`config.mk`:
```
export PLATFORM = sky130hd
export DESIGN_NAME = chunked_image_receive_session_top_flat
export DESIGN_NICKNAME = d
export VERILOG_FILES = /design/src/rtl/cirs_pkg.sv /design/src/rtl/cirs_if.sv /design/src/rtl/cirs_ram.sv /design/src/rtl/cirs_queue.sv /design/src/rtl/cirs_front.sv /design/src/rtl/cirs_back.sv /design/src/rtl/chunked_image_receive_session_top.sv /design/src/flat_wrapper.sv
export SDC_FILE = /design/constraint.sdc
export NUM_CORES = 1
export LEC_CHECK = 0
export CAP_MARGIN = 20
export CORE_MARGIN = 5
export CORE_UTILIZATION = 45
export DETAILED_ROUTE_END_ITERATION = 7
export DONT_BUFFER_PORTS = 1
export PLACE_DENSITY = 0.66
export SLEW_MARGIN = 20
export SYNTH_ARGS = -nofsm -noshare
export SYNTH_HDL_FRONTEND = slang
export SYNTH_SLANG_ARGS = --single-unit
```
`constraint.sdc`:
```
create_clock -name clk -period 16.5 [get_ports clk]
set_input_delay 2.475 -clock clk [delete_from_list [all_inputs] [get_ports clk]]
set_output_delay 2.475 -clock clk [all_outputs]
set_load 0.1 [all_outputs]
```
`src/rtl/cirs_pkg.sv`:
```
package cirs_pkg;

    typedef enum logic [1:0] {
        ACT_START = 2'd0,
        ACT_CHAR  = 2'd1,
        ACT_TICK  = 2'd2,
        ACT_ABORT = 2'd3
    } action_t;

    typedef enum logic [2:0] {
        K_READY      = 3'd0,
        K_ACK        = 3'd1,
        K_DONE       = 3'd2,
        K_BUSY       = 3'd3,
        K_BAD_START  = 3'd4,
        K_SEQ_ERR    = 3'd5,
        K_DECODE_ERR = 3'd6,
        K_DATA       = 3'd7
    } kind_t;

    typedef enum logic [2:0] {
        B_IDLE,
        B_FETCH,
        B_DATA,
        B_ACK,
        B_DONE
    } back_state_t;

    // Register index decoded from paddr[2]
    localparam logic REG_TIMEOUT = 1'b0;
    localparam logic [31:0] TIMEOUT_RESET = 32'd30000;

    localparam int CC_W = 7;
    localparam logic [CC_W-1:0] CC_MAX = 7'd127;
    // Byte count of one chunk; holds up to the largest chunk size
    localparam int LEN_W = 6;

    localparam logic [7:0] CH_DIGIT_LO = 8'h30;  // '0'
    localparam logic [7:0] CH_DIGIT_HI = 8'h39;  // '9'
    localparam logic [7:0] CH_LOWER_LO = 8'h61;  // 'a'
    localparam logic [7:0] CH_LOWER_HI = 8'h66;  // 'f'
    localparam logic [7:0] CH_UPPER_LO = 8'h41;  // 'A'
    localparam logic [7:0] CH_UPPER_HI = 8'h46;  // 'F'
    localparam logic [7:0] HEX_TEN     = 8'd10;

    // One queued reply: a single result, or a chunk burst (data bytes, ack, maybe done)
    typedef struct packed {
        kind_t             kind;
        logic [15:0]       value;
        logic [23:0]       size;
        logic [31:0]       crc;
        logic              burst;
        logic              done;
        logic [LEN_W-1:0]  len;
    } cmd_t;

    // Returns {valid, nibble}
    function automatic logic [4:0] hex_nibble(input logic [7:0] c);
        logic [7:0] d;
        logic [4:0] r;
        r = 5'd0;
        d = 8'd0;
        if (c >= CH_DIGIT_LO && c <= CH_DIGIT_HI) begin
            d = c - CH_DIGIT_LO;
            r = {1'b1, d[3:0]};
        end else if (c >= CH_LOWER_LO && c <= CH_LOWER_HI) begin
            d = c - CH_LOWER_LO + HEX_TEN;
            r = {1'b1, d[3:0]};
        end else if (c >= CH_UPPER_LO && c <= CH_UPPER_HI) begin
            d = c - CH_UPPER_LO + HEX_TEN;
            r = {1'b1, d[3:0]};
        end
        return r;
    endfunction

endpackage

```
`src/rtl/cirs_if.sv`:
```
interface cirs_in_if;
    logic        valid;
    logic        ready;
    logic [1:0]  action;
    logic [15:0] chunk_count;
    logic [23:0] image_size;
    logic [31:0] image_crc;
    logic [15:0] chunk_index;
    logic [7:0]  hex_char;
    logic        last_char;
    logic        dispense_busy;

    modport source (
        output valid, action, chunk_count, image_size, image_crc,
               chunk_index, hex_char, last_char, dispense_busy,
        input  ready
    );
    modport sink (
        input  valid, action, chunk_count, image_size, image_crc,
               chunk_index, hex_char, last_char, dispense_busy,
        output ready
    );
endinterface

interface cirs_out_if;
    logic        valid;
    logic        ready;
    logic [2:0]  kind;
    logic [15:0] value;
    logic [23:0] size_out;
    logic [31:0] crc_out;
    logic        last;

    modport source (
        output valid, kind, value, size_out, crc_out, last,
        input  ready
    );
    modport sink (
        input  valid, kind, value, size_out, crc_out, last,
        output ready
    );
endinterface

```
`src/rtl/cirs_ram.sv`:
```
module cirs_ram #(
    parameter int WIDTH = 8,
    parameter int DEPTH = 64
) (
    input  logic                     clk,
    input  logic                     we,
    input  logic [$clog2(DEPTH)-1:0] waddr,
    input  logic [WIDTH-1:0]         wdata,
    input  logic [$clog2(DEPTH)-1:0] raddr,
    output logic [WIDTH-1:0]         rdata
);
    logic [WIDTH-1:0] mem [DEPTH];
    logic [WIDTH-1:0] rdata_reg;

    always_ff @(posedge clk)
    begin
        if (we)
        begin
            mem[waddr] <= wdata;
        end
        rdata_reg <= mem[raddr];
    end

    assign rdata = rdata_reg;
endmodule

```
`src/rtl/cirs_queue.sv`:
```
module cirs_queue (
    input  logic           clk,
    input  logic           rst_n,
    input  logic           push,
    input  cirs_pkg::cmd_t push_cmd,
    input  logic           pop,
    output cirs_pkg::cmd_t head,
    output logic           full,
    output logic           empty
);
    import cirs_pkg::*;

    cmd_t       mem_reg [2];
    logic       wr_ptr_reg, wr_ptr_next;
    logic       rd_ptr_reg, rd_ptr_next;
    logic [1:0] count_reg, count_next;

    always_comb
    begin
        wr_ptr_next = push ? ~wr_ptr_reg : wr_ptr_reg;
        rd_ptr_next = pop ? ~rd_ptr_reg : rd_ptr_reg;
        count_next  = count_reg + {1'b0, push} - {1'b0, pop};
    end

    always_ff @(posedge clk or negedge rst_n)
    begin
        if (!rst_n)
        begin
            wr_ptr_reg <= 1'b0;
            rd_ptr_reg <= 1'b0;
            count_reg  <= 2'd0;
        end
        else
        begin
            wr_ptr_reg <= wr_ptr_next;
            rd_ptr_reg <= rd_ptr_next;
            count_reg  <= count_next;
        end
    end

    always_ff @(posedge clk)
    begin
        if (push)
        begin
            mem_reg[wr_ptr_reg] <= push_cmd;
        end
    end

    assign head  = mem_reg[rd_ptr_reg];
    assign full  = (count_reg == 2'd2);
    assign empty = (count_reg == 2'd0);
endmodule

```
`src/rtl/cirs_front.sv`:
```
module cirs_front #(
    parameter int CHUNK_BYTES = 32,
    parameter int IDX_W       = 5,
    parameter int ADDR_W      = 6
) (
    input  logic              clk,
    input  logic              rst_n,
    cirs_in_if.sink           in_ch,
    input  logic [31:0]       timeout_ticks,
    input  logic              q_full,
    output logic              q_push,
    output cirs_pkg::cmd_t    q_cmd,
    input  logic              burst_done,
    output logic              wr_en,
    output logic [ADDR_W-1:0] wr_addr,
    output logic [7:0]        wr_data
);
    import cirs_pkg::*;

    localparam logic [CC_W-1:0] CC_LIMIT = CC_W'(2 * CHUNK_BYTES);

    logic             active_reg, active_next;
    logic [15:0]      total_reg, total_next;
    logic [15:0]      expected_reg, expected_next;
    logic [23:0]      size_reg, size_next;
    logic [31:0]      crc_reg, crc_next;
    logic [31:0]      idle_reg, idle_next;
    logic [CC_W-1:0]  cc_reg, cc_next;
    logic [3:0]       hn_reg, hn_next;
    logic             bad_reg, bad_next;
    logic             wr_bank_reg, wr_bank_next;
    logic [1:0]       bursts_reg, bursts_next;

    logic             accept;
    logic             drop;
    logic             push_burst;
    logic [IDX_W-1:0] wr_idx;

    assign in_ch.ready = !q_full && (bursts_reg != 2'd2);
    assign accept      = in_ch.valid && in_ch.ready;

    always_comb
    begin
        logic [4:0]      nib;
        logic [3:0]      nib_val;
        logic [CC_W-1:0] cc_new;
        logic            bad_new;
        logic [15:0]     exp_inc;
        logic [31:0]     idle_inc;

        active_next   = active_reg;
        total_next    = total_reg;
        expected_next = expected_reg;
        size_next     = size_reg;
        crc_next      = crc_reg;
        idle_next     = idle_reg;
        cc_next       = cc_reg;
        hn_next       = hn_reg;
        bad_next      = bad_reg;
        drop          = 1'b0;
        push_burst    = 1'b0;
        q_push        = 1'b0;
        q_cmd         = '0;
        wr_en         = 1'b0;
        wr_idx        = cc_reg[IDX_W:1];

        nib      = hex_nibble(in_ch.hex_char);
        nib_val  = nib[4] ? nib[3:0] : 4'd0;
        wr_data  = {hn_reg, nib_val};
        cc_new   = cc_reg;
        bad_new  = bad_reg;
        exp_inc  = expected_reg + 16'd1;
        idle_inc = (idle_reg != '1) ? idle_reg + 32'd1 : idle_reg;

        if (accept)
        begin
            unique case (action_t'(in_ch.action))
                ACT_START:
                begin
                    q_push = 1'b1;
                    if (in_ch.dispense_busy)
                    begin
                        q_cmd.kind = K_BUSY;
                    end
                    else if (in_ch.chunk_count == 16'd0 || in_ch.image_size == 24'd0)
                    begin
                        q_cmd.kind = K_BAD_START;
                    end
                    else
                    begin
                        q_cmd.kind    = K_READY;
                        q_cmd.value   = 16'(CHUNK_BYTES);
                        active_next   = 1'b1;
                        total_next    = in_ch.chunk_count;
                        expected_next = 16'd0;
                        size_next     = in_ch.image_size;
                        crc_next      = in_ch.image_crc;
                        idle_next     = 32'd0;
                        cc_next       = '0;
                        hn_next       = 4'd0;
                        bad_next      = 1'b0;
                    end
                end
                ACT_CHAR:
                begin
                    bad_new = bad_reg | !nib[4];
                    if (cc_reg >= CC_LIMIT)
                    begin
                        bad_new = 1'b1;
                    end
                    else if (!cc_reg[0])
                    begin
                        hn_next = nib_val;
                    end
                    else
                    begin
                        wr_en = 1'b1;
                    end
                    cc_new   = (cc_reg != CC_MAX) ? cc_reg + 1'b1 : cc_reg;
                    cc_next  = cc_new;
                    bad_next = bad_new;

                    if (in_ch.last_char)
                    begin
                        // Chunk text always clears at chunk end
                        cc_next  = '0;
                        hn_next  = 4'd0;
                        bad_next = 1'b0;
                        if (active_reg)
                        begin
                            if (idle_reg > timeout_ticks)
                            begin
                                drop = 1'b1;
                            end
                            else if (in_ch.dispense_busy)
                            begin
                                drop       = 1'b1;
                                q_push     = 1'b1;
                                q_cmd.kind = K_BUSY;
                            end
                            else if (in_ch.chunk_index < expected_reg)
                            begin
                                q_push     = 1'b1;
                                q_cmd.kind = K_SEQ_ERR;
                            end
                            else if (in_ch.chunk_index != expected_reg)
                            begin
                                drop       = 1'b1;
                                q_push     = 1'b1;
                                q_cmd.kind = K_SEQ_ERR;
                            end
                            else if (bad_new || cc_new[0] || cc_new == '0 || cc_new > CC_LIMIT)
                            begin
                                drop       = 1'b1;
                                q_push     = 1'b1;
                                q_cmd.kind = K_DECODE_ERR;
                            end
                            else
                            begin
                                q_push        = 1'b1;
                                push_burst    = 1'b1;
                                q_cmd.kind    = K_ACK;
                                q_cmd.burst   = 1'b1;
                                q_cmd.value   = in_ch.chunk_index;
                                q_cmd.len     = cc_new[LEN_W:1];
                                q_cmd.size    = size_reg;
                                q_cmd.crc     = crc_reg;
                                expected_next = exp_inc;
                                idle_next     = 32'd0;
                                if (exp_inc >= total_reg)
                                begin
                                    q_cmd.done = 1'b1;
                                    drop       = 1'b1;
                                end
                            end
                        end
                    end
                end
                ACT_TICK:
                begin
                    if (active_reg)
                    begin
                        idle_next = idle_inc;
                        if (idle_inc > timeout_ticks)
                        begin
                            drop = 1'b1;
                        end
                    end
                end
                ACT_ABORT:
                begin
                    drop     = 1'b1;
                    cc_next  = '0;
                    hn_next  = 4'd0;
                    bad_next = 1'b0;
                end
                default:
                begin
                    drop = 1'b0;
                end
            endcase
        end

        if (drop)
        begin
            active_next   = 1'b0;
            total_next    = 16'd0;
            expected_next = 16'd0;
            size_next     = 24'd0;
            crc_next      = 32'd0;
            idle_next     = 32'd0;
        end
    end

    // Each burst owns one buffer bank until the back end has read it out
    assign wr_bank_next = push_burst ? ~wr_bank_reg : wr_bank_reg;
    assign bursts_next  = bursts_reg + {1'b0, push_burst} - {1'b0, burst_done};
    assign wr_addr      = ADDR_W'(wr_idx) + (wr_bank_reg ? ADDR_W'(CHUNK_BYTES) : '0);

    always_ff @(posedge clk or negedge rst_n)
    begin
        if (!rst_n)
        begin
            active_reg   <= 1'b0;
            total_reg    <= 16'd0;
            expected_reg <= 16'd0;
            size_reg     <= 24'd0;
            crc_reg      <= 32'd0;
            idle_reg     <= 32'd0;
            cc_reg       <= '0;
            hn_reg       <= 4'd0;
            bad_reg      <= 1'b0;
            wr_bank_reg  <= 1'b0;
            bursts_reg   <= 2'd0;
        end
        else
        begin
            active_reg   <= active_next;
            total_reg    <= total_next;
            expected_reg <= expected_next;
            size_reg     <= size_next;
            crc_reg      <= crc_next;
            idle_reg     <= idle_next;
            cc_reg       <= cc_next;
            hn_reg       <= hn_next;
            bad_reg      <= bad_next;
            wr_bank_reg  <= wr_bank_next;
            bursts_reg   <= bursts_next;
        end
    end

`ifndef SYNTHESIS
    a_no_push_when_full: assert property (@(posedge clk) disable iff (!rst_n)
        q_push |-> !q_full)
        else $error("command pushed into a full queue");

    a_release_has_owner: assert property (@(posedge clk) disable iff (!rst_n)
        burst_done |-> (bursts_reg != 2'd0))
        else $error("burst released with no burst outstanding");
`endif
endmodule

```
`src/rtl/cirs_back.sv`:
```
module cirs_back #(
    parameter int CHUNK_BYTES = 32,
    parameter int IDX_W       = 5,
    parameter int ADDR_W      = 6
) (
    input  logic              clk,
    input  logic              rst_n,
    input  logic              q_empty,
    input  cirs_pkg::cmd_t    q_head,
    output logic              q_pop,
    output logic [ADDR_W-1:0] rd_addr,
    input  logic [7:0]        rd_data,
    output logic              burst_done,
    cirs_out_if.source        out_ch
);
    import cirs_pkg::*;

    back_state_t      state_reg, state_next;
    cmd_t             cur_reg, cur_next;
    logic [IDX_W-1:0] byte_reg, byte_next;
    logic             rd_bank_reg, rd_bank_next;

    logic             out_valid_reg, out_valid_next;
    kind_t            out_kind_reg, out_kind_next;
    logic [15:0]      out_value_reg, out_value_next;
    logic [23:0]      out_size_reg, out_size_next;
    logic [31:0]      out_crc_reg, out_crc_next;
    logic             out_last_reg, out_last_next;

    logic             slot_free;
    logic             load;

    assign slot_free = !out_valid_reg || out_ch.ready;

    always_comb
    begin
        state_next     = state_reg;
        cur_next       = cur_reg;
        byte_next      = byte_reg;
        rd_bank_next   = rd_bank_reg;
        q_pop          = 1'b0;
        burst_done     = 1'b0;
        load           = 1'b0;
        out_kind_next  = out_kind_reg;
        out_value_next = out_value_reg;
        out_size_next  = out_size_reg;
        out_crc_next   = out_crc_reg;
        out_last_next  = out_last_reg;

        unique case (state_reg)
            B_IDLE:
            begin
                if (!q_empty && slot_free)
                begin
                    q_pop    = 1'b1;
                    cur_next = q_head;
                    if (q_head.burst)
                    begin
                        byte_next  = '0;
                        state_next = B_FETCH;
                    end
                    else
                    begin
                        load           = 1'b1;
                        out_kind_next  = q_head.kind;
                        out_value_next = q_head.value;
                        out_size_next  = q_head.size;
                        out_crc_next   = q_head.crc;
                        out_last_next  = 1'b1;
                    end
                end
            end
            B_FETCH:
            begin
                state_next = B_DATA;
            end
            B_DATA:
            begin
                if (slot_free)
                begin
                    load           = 1'b1;
                    out_kind_next  = K_DATA;
                    out_value_next = {8'd0, rd_data};
                    out_size_next  = 24'd0;
                    out_crc_next   = 32'd0;
                    out_last_next  = 1'b0;
                    if (LEN_W'(byte_reg) + 1'b1 == cur_reg.len)
                    begin
                        state_next = B_ACK;
                    end
                    else
                    begin
                        byte_next  = byte_reg + 1'b1;
                        state_next = B_FETCH;
                    end
                end
            end
            B_ACK:
            begin
                if (slot_free)
                begin
                    load           = 1'b1;
                    out_kind_next  = K_ACK;
                    out_value_next = cur_reg.value;
                    out_size_next  = 24'd0;
                    out_crc_next   = 32'd0;
                    out_last_next  = !cur_reg.done;
                    burst_done     = 1'b1;
                    rd_bank_next   = ~rd_bank_reg;
                    state_next     = cur_reg.done ? B_DONE : B_IDLE;
                end
            end
            B_DONE:
            begin
                if (slot_free)
                begin
                    load           = 1'b1;
                    out_kind_next  = K_DONE;
                    out_value_next = 16'd0;
                    out_size_next  = cur_reg.size;
                    out_crc_next   = cur_reg.crc;
                    out_last_next  = 1'b1;
                    state_next     = B_IDLE;
                end
            end
            default:
            begin
                state_next = B_IDLE;
            end
        endcase

        if (load)
        begin
            out_valid_next = 1'b1;
        end
        else if (out_ch.ready)
        begin
            out_valid_next = 1'b0;
        end
        else
        begin
            out_valid_next = out_valid_reg;
        end
    end

    assign rd_addr = ADDR_W'(byte_reg) + (rd_bank_reg ? ADDR_W'(CHUNK_BYTES) : '0);

    always_ff @(posedge clk or negedge rst_n)
    begin
        if (!rst_n)
        begin
            state_reg     <= B_IDLE;
            byte_reg      <= '0;
            rd_bank_reg   <= 1'b0;
            out_valid_reg <= 1'b0;
        end
        else
        begin
            state_reg     <= state_next;
            byte_reg      <= byte_next;
            rd_bank_reg   <= rd_bank_next;
            out_valid_reg <= out_valid_next;
        end
    end

    always_ff @(posedge clk)
    begin
        cur_reg       <= cur_next;
        out_kind_reg  <= out_kind_next;
        out_value_reg <= out_value_next;
        out_size_reg  <= out_size_next;
        out_crc_reg   <= out_crc_next;
        out_last_reg  <= out_last_next;
    end

    assign out_ch.valid    = out_valid_reg;
    assign out_ch.kind     = out_kind_reg;
    assign out_ch.value    = out_value_reg;
    assign out_ch.size_out = out_size_reg;
    assign out_ch.crc_out  = out_crc_reg;
    assign out_ch.last     = out_last_reg;

`ifndef SYNTHESIS
    a_byte_in_range: assert property (@(posedge clk) disable iff (!rst_n)
        (state_reg == B_DATA) |-> (LEN_W'(byte_reg) < cur_reg.len))
        else $error("data byte index past chunk length");

    a_data_not_last: assert property (@(posedge clk) disable iff (!rst_n)
        (out_valid_reg && out_kind_reg == K_DATA) |-> !out_last_reg)
        else $error("data byte flagged as final result");
`endif
endmodule

```
`src/rtl/chunked_image_receive_session_top.sv`:
```
// Chunked image receive session. Input beats carry one action each: start (arms a session
// and answers ready with the chunk size, or busy / bad start), chunk character (hex text,
// decoded two characters per byte into a two-bank chunk buffer), tick (ages the session
// against timeout_ticks) and abort. The front end takes one input beat per clock while
// ready is high and classifies it in that cycle; on a chunk's last character it checks
// session, timeout, busy, index and decode, and queues one reply command into a two-entry
// queue unless no session is active or it has timed out. The back end drains that queue
// through a registered output: a single reply is loaded as it is dequeued; a good chunk
// is dequeued, then each data byte is read from the buffer and then loaded into the
// output, then the ack is loaded and, after the final chunk, a done. Each load waits for
// the sink to free the output register. The input stalls only when the queue is full or
// both buffer banks still hold chunks waiting to be read out. The buffer needs no clearing
// after reset; only bytes written for the current chunk are read. timeout_ticks sits at
// byte address 0 of the APB port; change it only while the block is idle.
module chunked_image_receive_session_top #(
    parameter int CHUNK_BYTES = 32
) (
    input  logic        clk,
    input  logic        rst_n,
    cirs_in_if.sink     in_ch,
    cirs_out_if.source  out_ch,
    input  logic        psel,
    input  logic        penable,
    input  logic        pwrite,
    input  logic [2:0]  paddr,
    input  logic [31:0] pwdata,
    output logic [31:0] prdata,
    output logic        pready
);
    import cirs_pkg::*;

    // Byte slot within a bank, and address over both banks
    localparam int IDX_W  = (CHUNK_BYTES > 1) ? $clog2(CHUNK_BYTES) : 1;
    localparam int ADDR_W = $clog2(2 * CHUNK_BYTES);

    logic [31:0]       timeout_reg, timeout_next;
    logic              cfg_write;

    logic              q_push, q_pop, q_full, q_empty;
    cmd_t              q_cmd, q_head;
    logic              burst_done;

    logic              wr_en;
    logic [ADDR_W-1:0] wr_addr, rd_addr;
    logic [7:0]        wr_data, rd_data;

    // Config port: zero-wait writes at the access phase
    assign pready    = 1'b1;
    assign cfg_write = psel && penable && pwrite && pready;

    always_comb
    begin
        timeout_next = timeout_reg;
        if (cfg_write && paddr[2] == REG_TIMEOUT)
        begin
            timeout_next = pwdata;
        end
    end

    assign prdata = (paddr[2] == REG_TIMEOUT) ? timeout_reg : 32'd0;

    always_ff @(posedge clk or negedge rst_n)
    begin
        if (!rst_n)
        begin
            timeout_reg <= TIMEOUT_RESET;
        end
        else
        begin
            timeout_reg <= timeout_next;
        end
    end

    // Front end: session state, hex decode, chunk checks
    cirs_front #(
        .CHUNK_BYTES (CHUNK_BYTES),
        .IDX_W       (IDX_W),
        .ADDR_W      (ADDR_W)
    ) u_front (
        .clk           (clk),
        .rst_n         (rst_n),
        .in_ch         (in_ch),
        .timeout_ticks (timeout_reg),
        .q_full        (q_full),
        .q_push        (q_push),
        .q_cmd         (q_cmd),
        .burst_done    (burst_done),
        .wr_en         (wr_en),
        .wr_addr       (wr_addr),
        .wr_data       (wr_data)
    );

    // Reply commands between the two halves
    cirs_queue u_queue (
        .clk      (clk),
        .rst_n    (rst_n),
        .push     (q_push),
        .push_cmd (q_cmd),
        .pop      (q_pop),
        .head     (q_head),
        .full     (q_full),
        .empty    (q_empty)
    );

    // Two banks of decoded chunk bytes
    cirs_ram #(
        .WIDTH (8),
        .DEPTH (2 * CHUNK_BYTES)
    ) u_buf (
        .clk   (clk),
        .we    (wr_en),
        .waddr (wr_addr),
        .wdata (wr_data),
        .raddr (rd_addr),
        .rdata (rd_data)
    );

    // Back end: expand commands into result beats
    cirs_back #(
        .CHUNK_BYTES (CHUNK_BYTES),
        .IDX_W       (IDX_W),
        .ADDR_W      (ADDR_W)
    ) u_back (
        .clk        (clk),
        .rst_n      (rst_n),
        .q_empty    (q_empty),
        .q_head     (q_head),
        .q_pop      (q_pop),
        .rd_addr    (rd_addr),
        .rd_data    (rd_data),
        .burst_done (burst_done),
        .out_ch     (out_ch)
    );
endmodule
```
`src/flat_wrapper.sv`:
```
// flat-port wrapper written by rule: the top's interface ports become plain ports
module chunked_image_receive_session_top_flat import cirs_pkg::*;
#(
    parameter int CHUNK_BYTES = 32
)
  (clk, rst_n, psel, penable, pwrite, paddr, pwdata, prdata, pready, in_ch_valid, in_ch_action, in_ch_chunk_count, in_ch_image_size, in_ch_image_crc, in_ch_chunk_index, in_ch_hex_char, in_ch_last_char, in_ch_dispense_busy, in_ch_ready, out_ch_valid, out_ch_kind, out_ch_value, out_ch_size_out, out_ch_crc_out, out_ch_last, out_ch_ready);
  cirs_in_if in_ch_i ();
  cirs_out_if out_ch_i ();
  input  logic clk;
  input  logic rst_n;
  input  logic psel;
  input  logic penable;
  input  logic pwrite;
  input  logic [2:0] paddr;
  input  logic [31:0] pwdata;
  output logic [31:0] prdata;
  output logic pready;
  input wire logic [$bits(in_ch_i.valid)-1:0] in_ch_valid;
  input wire logic [$bits(in_ch_i.action)-1:0] in_ch_action;
  input wire logic [$bits(in_ch_i.chunk_count)-1:0] in_ch_chunk_count;
  input wire logic [$bits(in_ch_i.image_size)-1:0] in_ch_image_size;
  input wire logic [$bits(in_ch_i.image_crc)-1:0] in_ch_image_crc;
  input wire logic [$bits(in_ch_i.chunk_index)-1:0] in_ch_chunk_index;
  input wire logic [$bits(in_ch_i.hex_char)-1:0] in_ch_hex_char;
  input wire logic [$bits(in_ch_i.last_char)-1:0] in_ch_last_char;
  input wire logic [$bits(in_ch_i.dispense_busy)-1:0] in_ch_dispense_busy;
  output wire logic [$bits(in_ch_i.ready)-1:0] in_ch_ready;
  output wire logic [$bits(out_ch_i.valid)-1:0] out_ch_valid;
  output wire logic [$bits(out_ch_i.kind)-1:0] out_ch_kind;
  output wire logic [$bits(out_ch_i.value)-1:0] out_ch_value;
  output wire logic [$bits(out_ch_i.size_out)-1:0] out_ch_size_out;
  output wire logic [$bits(out_ch_i.crc_out)-1:0] out_ch_crc_out;
  output wire logic [$bits(out_ch_i.last)-1:0] out_ch_last;
  input wire logic [$bits(out_ch_i.ready)-1:0] out_ch_ready;
  assign in_ch_i.valid = in_ch_valid;
  assign in_ch_i.action = in_ch_action;
  assign in_ch_i.chunk_count = in_ch_chunk_count;
  assign in_ch_i.image_size = in_ch_image_size;
  assign in_ch_i.image_crc = in_ch_image_crc;
  assign in_ch_i.chunk_index = in_ch_chunk_index;
  assign in_ch_i.hex_char = in_ch_hex_char;
  assign in_ch_i.last_char = in_ch_last_char;
  assign in_ch_i.dispense_busy = in_ch_dispense_busy;
  assign in_ch_ready = in_ch_i.ready;
  assign out_ch_valid = out_ch_i.valid;
  assign out_ch_kind = out_ch_i.kind;
  assign out_ch_value = out_ch_i.value;
  assign out_ch_size_out = out_ch_i.size_out;
  assign out_ch_crc_out = out_ch_i.crc_out;
  assign out_ch_last = out_ch_i.last;
  assign out_ch_i.ready = out_ch_ready;
  chunked_image_receive_session_top #(.CHUNK_BYTES(CHUNK_BYTES)) u_core (.clk(clk), .rst_n(rst_n), .in_ch(in_ch_i), .out_ch(out_ch_i), .psel(psel), .penable(penable), .pwrite(pwrite), .paddr(paddr), .pwdata(pwdata), .prdata(prdata), .pready(pready));
endmodule
```
=== Word level (Yosys, flattened, before mapping) ===
Memory sizes are Yosys's and may differ from the RTL's. A register that Yosys moved wholly into a read port is not among the register bits.
Cells that the tools add are included.

* Output and inout port bits: 111
* Memories: 2
* Register bits after elaboration: 337
* Bits of input ports: 142
* RAM bits: 678

* Equal/unequal tests: 37
* Reductions and logical operators: 47
* $add $sub $neg: 16
* Mux-type cells: 173
* Bitwise gates (word level): 6
* Magnitude comparators: 12

{| class="wikitable"
|+ Memories
! name !! words !! bits a word !! read ports !! clocked after memory_dff !! wr ports !! line !! source
|-
| u_core.u_buf.mem || 64 || 8 || 1 || 1 || 1 || cirs_ram.sv:12 || <nowiki>logic [WIDTH-1:0] mem [DEPTH];</nowiki>
|-
| u_core.u_queue.mem_reg || 2 || 83 || 1 || 0 || 1 || cirs_queue.sv:13 || <nowiki>cmd_t mem_reg [2];</nowiki>
|}

{| class="wikitable"
|+ Operators by type and width
! operator !! count
|-
| 32-bit 2-to-1 mux || 23
|-
| 16-bit 2-to-1 mux || 21
|-
| 83-bit 2-to-1 mux || 4
|-
| 80-bit 2-to-1 mux || 4
|-
| 24-bit 2-to-1 mux || 9
|-
| 32-bit case mux with 3 select lines || 2
|-
| 24-bit case mux with 3 select lines || 1
|-
| 32-bit > comparator || 2
|-
| 64-bit 2-to-1 mux || 1
|-
| 16-bit case mux with 4 select lines || 1
|-
| 1-bit 2-to-1 mux || 56
|-
| 3-bit 2-to-1 mux || 17
|-
| 19-bit case mux with 2 select lines || 1
|-
| 3-bit != test, second input constant || 12
|-
| 5-bit 2-to-1 mux || 7
|-
| 32-bit by 1-bit adder with 32-bit output, second input constant || 1
|-
| 32-bit != test, second input constant || 1
|-
| 16-bit case mux with 2 select lines || 1
|-
| 7-bit 2-to-1 mux || 4
|-
| 24-bit zero test || 1
|-
| 4-bit 2-to-1 mux || 6
|-
| 6-bit 2-to-1 mux || 4
|-
| 2-bit != test, second input constant || 11
|-
| 7-bit case mux with 3 select lines || 1
|-
| other kinds (54) || 100
|}

=== Logic depth before layout (Yosys ltp) ===
* Depth in word-level cells: 24
* Depth in mapped cells: 22

=== Modules after synthesis ===
Synthesis repeated with hierarchy kept, for this count alone.

* Cells, all modules: 3,086
* Area total of the unflattened synthesis: 44,839.3 um^2

{| class="wikitable"
|+ Modules (own cells, without submodules)
! module !! area each (um^2) !! instances !! cells an instance
|-
| cirs_ram || 20,190.6 || 1 || 972
|-
| cirs_front || 10,020.9 || 1 || 1,225
|-
| cirs_back || 6,635.1 || 1 || 511
|-
| cirs_queue || 6,429.9 || 1 || 273
|-
| chunked_image_receive_session_top || 1,562.7 || 1 || 105
|}

=== Least setup slack after synthesis ===
Ideal clock, no wire load.

* Path kind: input to register
* From: in out_ch_ready
* To: reg u_core.u_back.out_crc_reg[0], in the netlist u_core.u_back.out_ch.crc_out[0] (enable)
* Data required time: 15.953 ns
* Setup time: 0.547 ns
* Slack: 7.298 ns
* Cell stages on the path: 5
* Data arrival time: 8.655 ns
* Cell sequence: nand2b_1 > o21ai_0 > nor2b_1 > nand2_1 > o21ai_0

* Longest elaborated chain between the ends: 4

{| class="wikitable"
|+ RTL lines
! element !! line !! source
|-
| start: declaration || flat_wrapper.sv:34 || <nowiki>input wire logic [$bits(out_ch_i.ready)-1:0] out_ch_ready;</nowiki>
|-
| 1-bit logical OR * || cirs_back.sv:33 || <nowiki>assign slot_free = !out_valid_reg || out_ch.ready;</nowiki>
|-
| 1-bit logical AND || cirs_back.sv:53 || <nowiki>if (!q_empty && slot_free)</nowiki>
|-
| 2-bit != test (no line) || n/a ||
|-
| 5-bit AND reduction (no line) * || n/a ||
|-
| end signal: assignment || cirs_back.sv:172 || <nowiki>out_crc_reg <= out_crc_next;</nowiki>
|-
| end: declaration || cirs_back.sv:27 || <nowiki>logic [31:0] out_crc_reg, out_crc_next;</nowiki>
|}

Every way passes the cells marked *; elsewhere a longest branch is shown, timed or not.
A chain may end at the register's enable or synchronous reset.

=== Worst setup path after layout ===
* From: reg u_core.u_front.idle_reg[10]
* To: reg u_core.u_front.idle_reg[31]

* Longest elaborated chain between the ends: 9

{| class="wikitable"
|+ RTL lines
! element !! line !! source
|-
| start: declaration || cirs_front.sv:27 || <nowiki>logic [31:0] idle_reg, idle_next;</nowiki>
|-
| start signal: assignment || cirs_front.sv:243 || <nowiki>idle_reg <= idle_next;</nowiki>
|-
| 32-bit by 1-bit adder with 32-bit output or 32-bit != test (tied branches) || cirs_front.sv:73 || <nowiki>idle_inc = (idle_reg != '1) ? idle_reg + 32'd1 : idle_reg;</nowiki>
|-
| 32-bit 2-to-1 mux || cirs_front.sv:73 ||
|-
| 32-bit > comparator || cirs_front.sv:184 || <nowiki>if (idle_inc > timeout_ticks)</nowiki>
|-
| 1-bit 2-to-1 mux || cirs_front.sv:184 ||
|-
| 1-bit 2-to-1 mux || cirs_front.sv:181 || <nowiki>if (active_reg)</nowiki>
|-
| 1-bit case mux with 3 select lines || cirs_front.sv:77 || <nowiki>unique case (action_t'(in_ch.action))</nowiki>
|-
| 1-bit 2-to-1 mux || cirs_front.sv:75 || <nowiki>if (accept)</nowiki>
|-
| 3-bit != test (no line) (tied with other cells) || n/a ||
|-
| 12-bit AND reduction (no line) || n/a ||
|}

Parallel ways exist; a longest one is shown, timed or not. The select of a mux whose other input is x is not followed.

==> qor.txt <==
Status - complete, no violations
Top cell types by occurrence after synthesis - edfxtp_1, nand2_1, dfrtp_1
Nets in the synthesized netlist - 3034
Final setup violating endpoints - 0
Post-detailed-route wirelength per cell - 24.0 µm
Total length of routed wires - 99700 µm
Worst hold path startpoint - u_core.u_front.bursts_reg[1]
Post-synthesis area per instance - 15.6 µm²
Number of global-route vias before repair - 24300
Peak Freq - 155 MHz
Maximum level of the CTS H-tree - 3
Count of nets left with antenna violations after detail routing - 0
Number of buffers inserted for hold repair after clock tree synthesis - 0
Number of buffers on the longest clock path - 3
Initial cell density of the core - 45.2%
Root Driver - clkbuf_16
Leakage dissipation - 16.0 nW
DRC Markers - 0
Worst reg2reg startpoint - u_core.u_front.idle_reg[10]
Nets - 3031
Max-slew violation count - 0
TritonCTS clock tree - yes
Ports - 253
Clock buffer count from CTS - 101
Proportion of netlist area held by the largest area contributor - 57.5%
Slew at the pin closest to its max-slew limit - 1.09 ns
Clock Latency Late Sink - 0.67 ns
Netlist Area Pre-Place - 0.0435 mm²
Proportion of layout cells with a drive suffix above 1 - 18.8%
Start point of the critical path - u_core.u_front.idle_reg[10]
Number of max-cap violations - 0
1st-iter DRT viols - 2344
Synthesized netlist cell count - 2785
Vias post-DR - 24300
Synthesis-stage register bit count - 1023
Die height - 321 µm
Resized cells post-CTS - 0
Signal arrival time at the worst endpoint - 6.94 ns
Unrepaired setup endpoints after global routing - false
Clock Sinks - 1023
First-pass iteration count of the detailed router - 6
Cell variety after synth - 77
Warning count from the yosys run - 0
Worst IR drop on VDD - 0.131 mV
Standard-cell rows - 114
Worst Hold Class - flip-flop to flip-flop
Library cell occupying the most area in the post-synthesis netlist - edfxtp_1
Largest clock skew in the final design - 0.0556 ns
Fin. Hold Viols - 0
Wire length of the first global-routing pass - 151000 µm
Cell area power density - 159 mW/mm²
Maximum number of pins on one net before global-route repair - 183
Final Cycle Share - 39.2%
CP required - 16.98 ns
Setup crit end kind - flip-flop
Count of port buffers added during placement - 0
Category of the worst setup path launch point - flip-flop
Setup_tns - 0 ns
Sequential area share after synthesis - 68.3%
Chip width - 321 µm
Number of enable flip-flop cells after synthesis - 833
Number of antenna violations at the first check in global routing - 3
Final critical delay including setup and external delays - 6.46 ns
Placed wire-length estimate - 63900 µm
Core area - 0.0963 mm²
Most numerous cell in the Yosys netlist - edfxtp_1
Area of the die - 0.103 mm²
Area contributors post-synth - edfxtp_1, dfrtp_1, mux4_2, ha_1, mux2_2
Via density per instance - 5.85
Layout overhead on the synthesized area - 11.5%
Critical Path Fanout Max - 18
Startpoint-to-endpoint class of the critical path - flip-flop to flip-flop
Global-route congestion overflow total - 0
Final GP Congestion - 0.874
Core Util, Final - 50.4%
Async set-reset flop share out of synthesis - 17.8%
Relative slew slack - 27.1%
Clock-pin slew reported for the worst setup and hold paths after clock tree synthesis - 0.07 ns
Top flip-flop cell by instance count after synthesis - edfxtp_1
Post CTS Setup Buffer Count - 0
Max FFs per register - 512
Global-route usage over all layers - 18.9%
-- worst max-delay path, stage by stage, from the launching register on --
cell and delay, ns:
dfrtp_1 0.49, and4_1 0.26, nand4_1 0.21, nor3_1 0.42, nand3_1 0.39, and2_1 0.38, and4_1 0.27, xor2_1 0.17
ha_1 0.29, nand3_1 0.06, nor4_1 0.47, o31ai_1 0.25, o2111ai_1 0.23, a22oi_1 0.16, o21bai_2 0.56, clkinv_1 0.75
o21ai_1 0.73, o22ai_1 0.17
-- layout by cell type, fill, tap and decap left out, drive strengths merged, types with 46 or more instances in the layout --
| cell | Yosys | final |
|---|---|---|
| a21oi | 126 | 126 |
| edfxtp | 833 | 833 |
| xnor2 | 46 | 46 |
| mux2 | 111 | 111 |
| and2 | 83 | 83 |
| nand3 | 55 | 55 |
| mux4 | 168 | 168 |
| dfrtp | 175 | 175 |
| inv | 101 | 106 |
| clkbuf | 93 | 126 |
| nor2 | 154 | 154 |
| a22o | 83 | 83 |
| nand2 | 235 | 235 |
| ha | 107 | 107 |
| o21ai | 67 | 67 |
-- stage by stage --
stage,hold WS (ns),setup WS [ns],area (µm²),total power [mW],std cells
5_1_grt,0.516,9.56,48500,8.02,4146
4_1_cts,0.494,9.73,48500,7.79,4146
6_report,0.487,10.04,48500,7.73,4148
3_5_place_dp,0.482,9.80,45000,5.38,3955
2_1_floorplan,0.446,7.30,43500,5.02,2785
3_3_place_gp,0.478,9.80,45000,5.33,3955
-- layout make-up --
class,instances,area [µm²]
Sequential cell,1023,29700
Fill cell,7782,47700
Antenna cell,2,5.00
Clock inverter,65,801
Clock buffer,126,2730
Tap cell,1276,1600
Timing Repair Buffer,26,208
Inverter,102,383
Multi-Input combinational cell,1528,13100
-- final timing paths --
check | slack [ns] | to | cells after the start
worst max register to register | 10.04 | u_core.u_front.idle_reg[31] | 17
max in group asynchronous | 14.56 | u_core.timeout_reg[5] | 0
worst min-delay path | 0.49 | u_core.u_front.bursts_reg[1] | 1
min in group asynchronous | 1.49 | u_core.u_front.crc_reg[9] | 0
worst max-delay path | 10.04 | u_core.u_front.idle_reg[31] | 17
worst min register to register | 0.49 | u_core.u_front.bursts_reg[1] | 1
-- kinds of logic (layout without fill, tap and decap cells) --
kind of cell    Yosys count  after routing  synth area share (%)
buf+inv                 234            319                  2.09
fa+ha+maj               107            107                  3.08
simple gates            672            672                  7.34
compound gates          401            401                  6.22
mux                     284            284                  11.7
xor+xnor                 63             63                  1.27
flops                  1023           1023                  68.3
other cells               1              3               0.00862
-- report_power, final --
part / internal, mW / switching [mW]
combinational: 0.431 / 0.727
sequential: 3.23 / 0.936
clock: 1.42 / 0.990
total: 5.08 / 2.65
-- per-layer routing --
layer	vias to the layer above	GRT usage (%)	share of wire [%]
li1	10700	-	-
met1	12500	25.8	41
met2	891	31.6	50
met3	153	3.49	6.8
met4	2	4.86	2.4
met5	-	0	0.013
Note: power is estimated with default switching activity, not from simulation.
